## src/design/fid_pkg.sv

```systemverilog
// Shared widths, register indexes and reset values for the frame input debouncer.
`timescale 1ns / 1ps
package fid_pkg;

  localparam int unsigned EncoderBits = 16;
  localparam int unsigned PotBits     = 10;
  localparam int unsigned DeltaBits   = EncoderBits + 1;

  localparam int unsigned RunBits   = 8;
  localparam int unsigned ThreshW   = 8;
  localparam int unsigned ScaleW    = 11;
  localparam int unsigned SensW     = 18;

  // Pot activity compares |diff| * scale against sensitivity * 4.
  localparam int unsigned ProdW     = PotBits + ScaleW;
  localparam int unsigned SensXW    = SensW + 2;
  localparam int unsigned CmpW      = (ProdW > SensXW) ? ProdW : SensXW;

  localparam int unsigned CfgIdxW   = 2;
  localparam int unsigned CfgDataW  = 18;

  localparam logic [CfgIdxW-1:0] CFG_HOLD_THRESHOLD  = 2'd0;
  localparam logic [CfgIdxW-1:0] CFG_POT_SCALE       = 2'd1;
  localparam logic [CfgIdxW-1:0] CFG_POT_SENSITIVITY = 2'd2;

  localparam logic [ThreshW-1:0] HOLD_THRESHOLD_RST  = 8'd3;
  localparam logic [ScaleW-1:0]  POT_SCALE_RST       = 11'd1024;
  localparam logic [SensW-1:0]   POT_SENSITIVITY_RST = 18'd256;

  localparam logic [RunBits-1:0] RUN_MAX = {RunBits{1'b1}};

endpackage

```

## src/design/frame_input_debounce_events.sv

```systemverilog
// Frame input debouncer: button hold detection, edge events, encoder delta, activity.
// Path: an accepted input beat passes the input register, then the result register.
// Throughput: one frame per cycle; the input register and the result register
// each move whenever the stage after them is free or drains in the same cycle.
// Reset: run counters, last-frame state and valid flags clear; registers take
// threshold 3, scale 1024 and sensitivity 256.
`timescale 1ns / 1ps
module frame_input_debounce_events (
  input  logic                            clk_i,
  input  logic                            rst_ni,

  input  logic                            cfg_we_i,
  input  logic [fid_pkg::CfgIdxW-1:0]     cfg_idx_i,
  input  logic [fid_pkg::CfgDataW-1:0]    cfg_data_i,

  input  logic                            in_valid_i,
  output logic                            in_ready_o,
  input  logic signed [fid_pkg::EncoderBits-1:0] encoder_position_i,
  input  logic                            encoder_switch_i,
  input  logic                            left_level_i,
  input  logic                            middle_level_i,
  input  logic                            right_level_i,
  input  logic [fid_pkg::PotBits-1:0]     pot_sample_i,

  output logic                            out_valid_o,
  input  logic                            out_ready_i,
  output logic                            right_held_o,
  output logic                            middle_held_o,
  output logic                            left_held_o,
  output logic                            reset_combo_o,
  output logic signed [fid_pkg::DeltaBits-1:0] pos_delta_o,
  output logic                            activity_o,
  output logic                            right_event_o,
  output logic                            middle_event_o,
  output logic                            left_event_o,
  output logic                            switch_event_o,
  output logic                            reset_event_o,
  output logic                            pot_changed_o
);

  // Configuration registers.
  logic [fid_pkg::ThreshW-1:0] threshold_q;
  logic [fid_pkg::ScaleW-1:0]  scale_q;
  logic [fid_pkg::SensW-1:0]   sens_q;

  always_ff @(posedge clk_i or negedge rst_ni) begin
    if (!rst_ni) begin
      threshold_q <= fid_pkg::HOLD_THRESHOLD_RST;
      scale_q     <= fid_pkg::POT_SCALE_RST;
      sens_q      <= fid_pkg::POT_SENSITIVITY_RST;
    end else if (cfg_we_i) begin
      unique case (cfg_idx_i)
        fid_pkg::CFG_HOLD_THRESHOLD:  threshold_q <= cfg_data_i[fid_pkg::ThreshW-1:0];
        fid_pkg::CFG_POT_SCALE:       scale_q     <= cfg_data_i[fid_pkg::ScaleW-1:0];
        fid_pkg::CFG_POT_SENSITIVITY: sens_q      <= cfg_data_i[fid_pkg::SensW-1:0];
        default: ;
      endcase
    end
  end

  // Input register stage.
  logic                                   in_vld_q;
  logic signed [fid_pkg::EncoderBits-1:0] pos_q;
  logic                                   sw_q;
  logic                                   left_q;
  logic                                   middle_q;
  logic                                   right_q;
  logic [fid_pkg::PotBits-1:0]            pot_q;

  logic advance;

  assign advance    = in_vld_q && (!out_valid_o || out_ready_i);
  assign in_ready_o = !in_vld_q || advance;

  always_ff @(posedge clk_i or negedge rst_ni) begin
    if (!rst_ni) begin
      in_vld_q <= 1'b0;
    end else if (in_ready_o) begin
      in_vld_q <= in_valid_i;
    end
  end

  always_ff @(posedge clk_i) begin
    if (in_valid_i && in_ready_o) begin
      pos_q    <= encoder_position_i;
      sw_q     <= encoder_switch_i;
      left_q   <= left_level_i;
      middle_q <= middle_level_i;
      right_q  <= right_level_i;
      pot_q    <= pot_sample_i;
    end
  end

  // Frame evaluation against last-frame state.
  logic right_held;
  logic middle_held;
  logic left_held;
  logic pot_active;

  fid_run u_run_right (
    .clk_i      (clk_i),
    .rst_ni     (rst_ni),
    .advance_i  (advance),
    .level_i    (right_q),
    .threshold_i(threshold_q),
    .held_o     (right_held)
  );

  fid_run u_run_middle (
    .clk_i      (clk_i),
    .rst_ni     (rst_ni),
    .advance_i  (advance),
    .level_i    (middle_q),
    .threshold_i(threshold_q),
    .held_o     (middle_held)
  );

  fid_run u_run_left (
    .clk_i      (clk_i),
    .rst_ni     (rst_ni),
    .advance_i  (advance),
    .level_i    (left_q),
    .threshold_i(threshold_q),
    .held_o     (left_held)
  );

  logic signed [fid_pkg::EncoderBits-1:0] last_pos_q;
  logic [2:0]                             last_held_q;
  logic                                   last_sw_q;
  logic                                   last_combo_q;
  logic [fid_pkg::PotBits-1:0]            last_pot_q;
  logic signed [fid_pkg::DeltaBits-1:0]   last_delta_q;

  fid_pot u_pot (
    .pot_i     (pot_q),
    .last_pot_i(last_pot_q),
    .scale_i   (scale_q),
    .sens_i    (sens_q),
    .active_o  (pot_active)
  );

  logic [2:0]                           held_d;
  logic                                 combo_d;
  logic signed [fid_pkg::DeltaBits-1:0] delta_d;
  logic                                 activity_d;
  logic [2:0]                           fell_d;

  // Bit 0 right, bit 1 middle, bit 2 left.
  assign held_d     = {left_held, middle_held, right_held};
  assign combo_d    = left_q & right_q;
  assign delta_d    = fid_pkg::DeltaBits'(last_pos_q) - fid_pkg::DeltaBits'(pos_q);
  assign fell_d     = last_held_q & ~held_d;
  assign activity_d = (delta_d != last_delta_q) || pot_active ||
                      (held_d != last_held_q) || (sw_q != last_sw_q);

  always_ff @(posedge clk_i or negedge rst_ni) begin
    if (!rst_ni) begin
      last_pos_q   <= '0;
      last_held_q  <= '0;
      last_sw_q    <= 1'b0;
      last_combo_q <= 1'b0;
      last_pot_q   <= '0;
      last_delta_q <= '0;
    end else if (advance) begin
      last_pos_q   <= pos_q;
      last_held_q  <= held_d;
      last_sw_q    <= sw_q;
      last_combo_q <= combo_d;
      last_pot_q   <= pot_q;
      last_delta_q <= delta_d;
    end
  end

  // Result register stage.
  logic out_vld_q;

  always_ff @(posedge clk_i or negedge rst_ni) begin
    if (!rst_ni) begin
      out_vld_q <= 1'b0;
    end else if (advance) begin
      out_vld_q <= 1'b1;
    end else if (out_ready_i) begin
      out_vld_q <= 1'b0;
    end
  end

  assign out_valid_o = out_vld_q;

  always_ff @(posedge clk_i) begin
    if (advance) begin
      right_held_o    <= held_d[0];
      middle_held_o   <= held_d[1];
      left_held_o     <= held_d[2];
      reset_combo_o   <= combo_d;
      pos_delta_o     <= delta_d;
      activity_o      <= activity_d;
      right_event_o   <= fell_d[0];
      middle_event_o  <= fell_d[1];
      left_event_o    <= fell_d[2];
      switch_event_o  <= last_sw_q & ~sw_q;
      reset_event_o   <= last_combo_q & ~combo_d;
      pot_changed_o   <= (pot_q != last_pot_q);
    end
  end

endmodule

```

## src/design/fid_run.sv

```systemverilog
// Saturating run counter and held flag for one button.
`timescale 1ns / 1ps
module fid_run (
  input  logic                        clk_i,
  input  logic                        rst_ni,
  input  logic                        advance_i,
  input  logic                        level_i,
  input  logic [fid_pkg::ThreshW-1:0] threshold_i,
  output logic                        held_o
);

  logic [fid_pkg::RunBits-1:0] run_q;
  logic [fid_pkg::RunBits-1:0] run_d;

  always_comb begin
    if (!level_i) begin
      run_d = '0;
    end else if (run_q == fid_pkg::RUN_MAX) begin
      run_d = fid_pkg::RUN_MAX;
    end else begin
      run_d = run_q + 1'b1;
    end
  end

  // The held flag reflects the count after this frame's sample.
  assign held_o = (run_d > threshold_i);

  always_ff @(posedge clk_i or negedge rst_ni) begin
    if (!rst_ni) begin
      run_q <= '0;
    end else if (advance_i) begin
      run_q <= run_d;
    end
  end

endmodule

```

## src/design/fid_pot.sv

```systemverilog
// Pot change detection against the scaled sensitivity threshold.
`timescale 1ns / 1ps
module fid_pot (
  input  logic [fid_pkg::PotBits-1:0] pot_i,
  input  logic [fid_pkg::PotBits-1:0] last_pot_i,
  input  logic [fid_pkg::ScaleW-1:0]  scale_i,
  input  logic [fid_pkg::SensW-1:0]   sens_i,
  output logic                        active_o
);

  logic [fid_pkg::PotBits-1:0] diff;
  logic [fid_pkg::ProdW-1:0]   prod;
  logic [fid_pkg::CmpW-1:0]    lhs;
  logic [fid_pkg::CmpW-1:0]    rhs;

  assign diff = (pot_i > last_pot_i) ? (pot_i - last_pot_i) : (last_pot_i - pot_i);
  assign prod = fid_pkg::ProdW'(diff) * fid_pkg::ProdW'(scale_i);

  // diff * scale * 256 > sens * 1024 reduces to diff * scale > sens * 4.
  assign lhs = fid_pkg::CmpW'(prod);
  assign rhs = fid_pkg::CmpW'({sens_i, 2'b00});
  assign active_o = (lhs > rhs);

endmodule
```

## config.mk

```make
export PLATFORM = sky130hd
export DESIGN_NAME = frame_input_debounce_events
export DESIGN_NICKNAME = d
export VERILOG_FILES = /design/src/design/fid_pkg.sv /design/src/design/frame_input_debounce_events.sv /design/src/design/fid_run.sv /design/src/design/fid_pot.sv
export SDC_FILE = /design/constraint.sdc
export NUM_CORES = 1
export LEC_CHECK = 0
export BUFFER_PORTS_ARGS = -buffer_cell sky130_fd_sc_hd__buf_2
export CORE_MARGIN = 2
export CORE_UTILIZATION = 30
export DETAILED_ROUTE_END_ITERATION = 10
export HOLD_SLACK_MARGIN = 0.06
export PLACE_DENSITY = 0.42
export SETUP_SLACK_MARGIN = 0.2
export SYNTH_ARGS = -nofsm -noshare
export SYNTH_HDL_FRONTEND = slang
export SYNTH_HIERARCHICAL = 1
export SYNTH_SLANG_ARGS = --single-unit
```

## constraint.sdc

```tcl
create_clock -name clk_i -period 12.37 [get_ports clk_i]
set_input_delay 0.6185 -clock clk_i [delete_from_list [all_inputs] [get_ports clk_i]]
set_output_delay 0.6185 -clock clk_i [all_outputs]
set_load 0.02 [all_outputs]
```

==> flow_summary.yaml <==
sta:
  max-slew-margin-rel_pct: 34.6
  tns_ps: 0
  period_share_pct: 87.8
  finClkSkew_ps: 11.4
  worstMarginPinSlew_ps: 973
  slew_viol_final: 0
  setup_viol: 0
  finalHoldViolations: 0
  period_needed_ps: 10860
  rsz0062_at_grt: "false"
  max_freq_mhz: 92.1
synthesis:
  synth_top_family_by_area: "adder cells"
  synth_compound_area_share_pct: 12.9
  async_flop_share_pct: 65.7
  synth-adder-area-share_pct: 23.2
  ys_seq_area_share_pct: 32.6
  yosys_warnings: 6
  synth_ff_type: "dfrtp_1"
  ys_seq_elements: 169
  syn_nets: 1693
  synth_edf_count: 58
  synth-simple-area-share_pct: 15.2
  synth_mux_area_share_pct: 4.24
  synthCells: 1424
  synthDistinctLibCells: 91
  synth_xor_area_share_pct: 4.54
  synth.avg_cell_area_um2: 9.75
  syn_area_um2: 13900
clock_network:
  clock_path_buffers: 2
  htreeDepth: 4
  ctsResizeCount: 0
  clock_sinks: 169
  path_clk_slew_ps: 70
  clk_latency_ps: 470
  cts_buffers: 17
  hold_buffers: 0
  postCtsSetupBuffers: 0
  cts_root_buffer: "clkbuf_16"
  cts_tree: "yes"
floorplan:
  fp.dieW_um: 219
  core_area_um2: 45600
  die-area_um2: 48000
  num_rows: 78
  initial_core_util_pct: 30.5
  io_pins: 85
  die_h_um: 219
setup_path:
  endpoint_kind: "register"
  cp_common_cell: "fa_1"
  cp-start-kind: "register"
  cp_data_required_time_ps: 12590
  cp_top_family: "adder cells"
  cp_num_buf_inv: 5
  slowest_delay_ps: 700
  crit_arrival_ps: 11080
  r2r_end: "activity_o"
  critical_path_class: "reg -> reg"
  slowest_stage: "xor2_1"
  r2r_cells: 40
  r2r_start: "pot_q[0]"
  r2r_slack_ps: 1510
  crit_path_max_fanout: 11
status:
  status: "finished, final reports clean"
layout:
  drive_gt1_share_pct: 14.8
  n_fill_cell: 4702
  syn_to_final_growth_pct: 10.5
  final_cell_mix: "inv_1, nand2_1, ha_1, dfrtp_1, buf_2"
  layout.nets: 1746
  antenna_cells: 0
  final_common_cell: "inv_1"
route:
  firstDrtPassIters: 5
  drc_errors: 0
  vias: 9984
  ant_nets: 0
  wl_um: 34600
  drt_iter0_drc: 529
  wl_per_cell_um: 16.6
  viasPerCell: 4.78
placement:
  dpl.hpwl_um: 26600
  gp_congestion: 0.781
  io_buffers: 84
global_route:
  grt_max_degree: 65
  grtUsageTotal_pct: 15.3
  grt_antenna_before_repair: 3
  grt_pass1_wl_um: 56700
  overflow: 0
  grt_pass1_vias: 10340
min_path:
  hp-class: "in -> async"
run:
  drv_cap: 0
-- layer usage --
metal  GRT usage [%]  wire (µm)  vias up
met1            21.6      17400     4858
met5               0         28        -
li1                -          -     4940
met4            5.02        529        4
met2            23.7      15700      146
met3            2.54        969       36
-- through the flow --
stage | util, % | cells | instance area, µm² | setup slack, ps | hold slack, ps
6_report | 33.7 | 2090 | 15300 | 1510 | 208
3_3_place_gp | 32.5 | 2058 | 14800 | 1550 | 468
3_5_place_dp | 32.5 | 2058 | 14800 | 1400 | 475
2_1_floorplan | - | 1424 | 13900 | 2760 | 323
5_1_grt | 33.7 | 2090 | 15300 | 776 | 264
4_1_cts | 33.7 | 2090 | 15300 | 1370 | 215
-- layout make-up --
| class | count | area [µm²] | share of cell area, % |
|---|---|---|---|
| clock buffer | 20 | 447 | 2.91 |
| clock inverter | 12 | 93.8 | 0.612 |
| inverter | 189 | 712 | 4.64 |
| multi-input combinational | 1009 | 8340 | 54.4 |
| sequential | 169 | 4520 | 29.5 |
| tap | 600 | 751 | 4.89 |
| timing repair buffer | 91 | 475 | 3.10 |
-- kinds of logic after synthesis --
family	count (synthesis)
and+or+nand+nor	413
AOI/OAI and AO/OA	263
buffers and inverters	246
adders and majority gates	214
DFF	169
xor gates and xnor gates	66
muxes	53
-- worst max path at each step --
stage	endpoint	slack, ps	startpoint	cells after the start
detailed placement	activity_o	1400	pot_q[0]	40
global placement	activity_o	1550	pot_q[0]	41
global route	activity_o	780	pot_q[0]	41
floorplan	activity_o	2760	pot_q[0]	42
CTS	activity_o	1370	pot_q[0]	40
finish	activity_o	1510	pot_q[0]	40
-- registers in the layout, indices dropped and copies added (netlist names), 3 cells and up --
signal and flops:
pos_delta_o 17, last_held_q 3, u_run_left/run_q 8, pos_q 16, last_pos_q 16, u_run_right/run_q 8, pot_q 10, u_run_middle/run_q 8
threshold_q 8, sens_q 18, last_pot_q 10, last_delta_q 17, scale_q 11
-- cells in the mapped netlist (4+ instances only) --
cell,count,area (µm²)
a21oi_1,72,360
o21ai_0,47,235
nor4_1,7,43.8
buf_2,18,90.1
buf_6,9,101
a211oi_1,10,75.1
o21a_1,12,90.1
clkbuf_1,24,90.1
xor2_1,22,193
mux2i_1,7,70.1
a21o_1,21,158
nor2b_1,26,163
nand4_1,18,113
xnor2_1,40,350
a31oi_1,16,100
o22ai_1,6,37.5
inv_1,189,709
dfstp_2,4,105
nand2b_1,17,106
and2_1,53,332
fa_1,73,1460
a21oi_2,4,35.0
nand2_1,161,604
dfrtp_1,107,2680
o211ai_1,13,97.6
nor3_1,7,35.0
ha_1,141,1760
mux2_2,44,495
nand3b_1,4,30.0
o21ai_1,5,25.0
a41oi_1,4,35.0
nor2_1,58,218
edfxtp_1,58,1740
a2111oi_2,4,60.1
and3_1,9,56.3
nand3_1,18,90.1
-- worst register-to-register path: cells and delay by family, from the launching register on --
family                     cells  cell delay, ps
AOI/OAI and AO/OA             16            3450
xor gates and xnor gates       2             870
DFF                            1             450
buffers and inverters          5             280
and+or+nand+nor                8            1730
adders and majority gates      9            3830
Power is not shown: default switching activity piles up to over one toggle a cycle in this logic, so the estimate is an artifact.
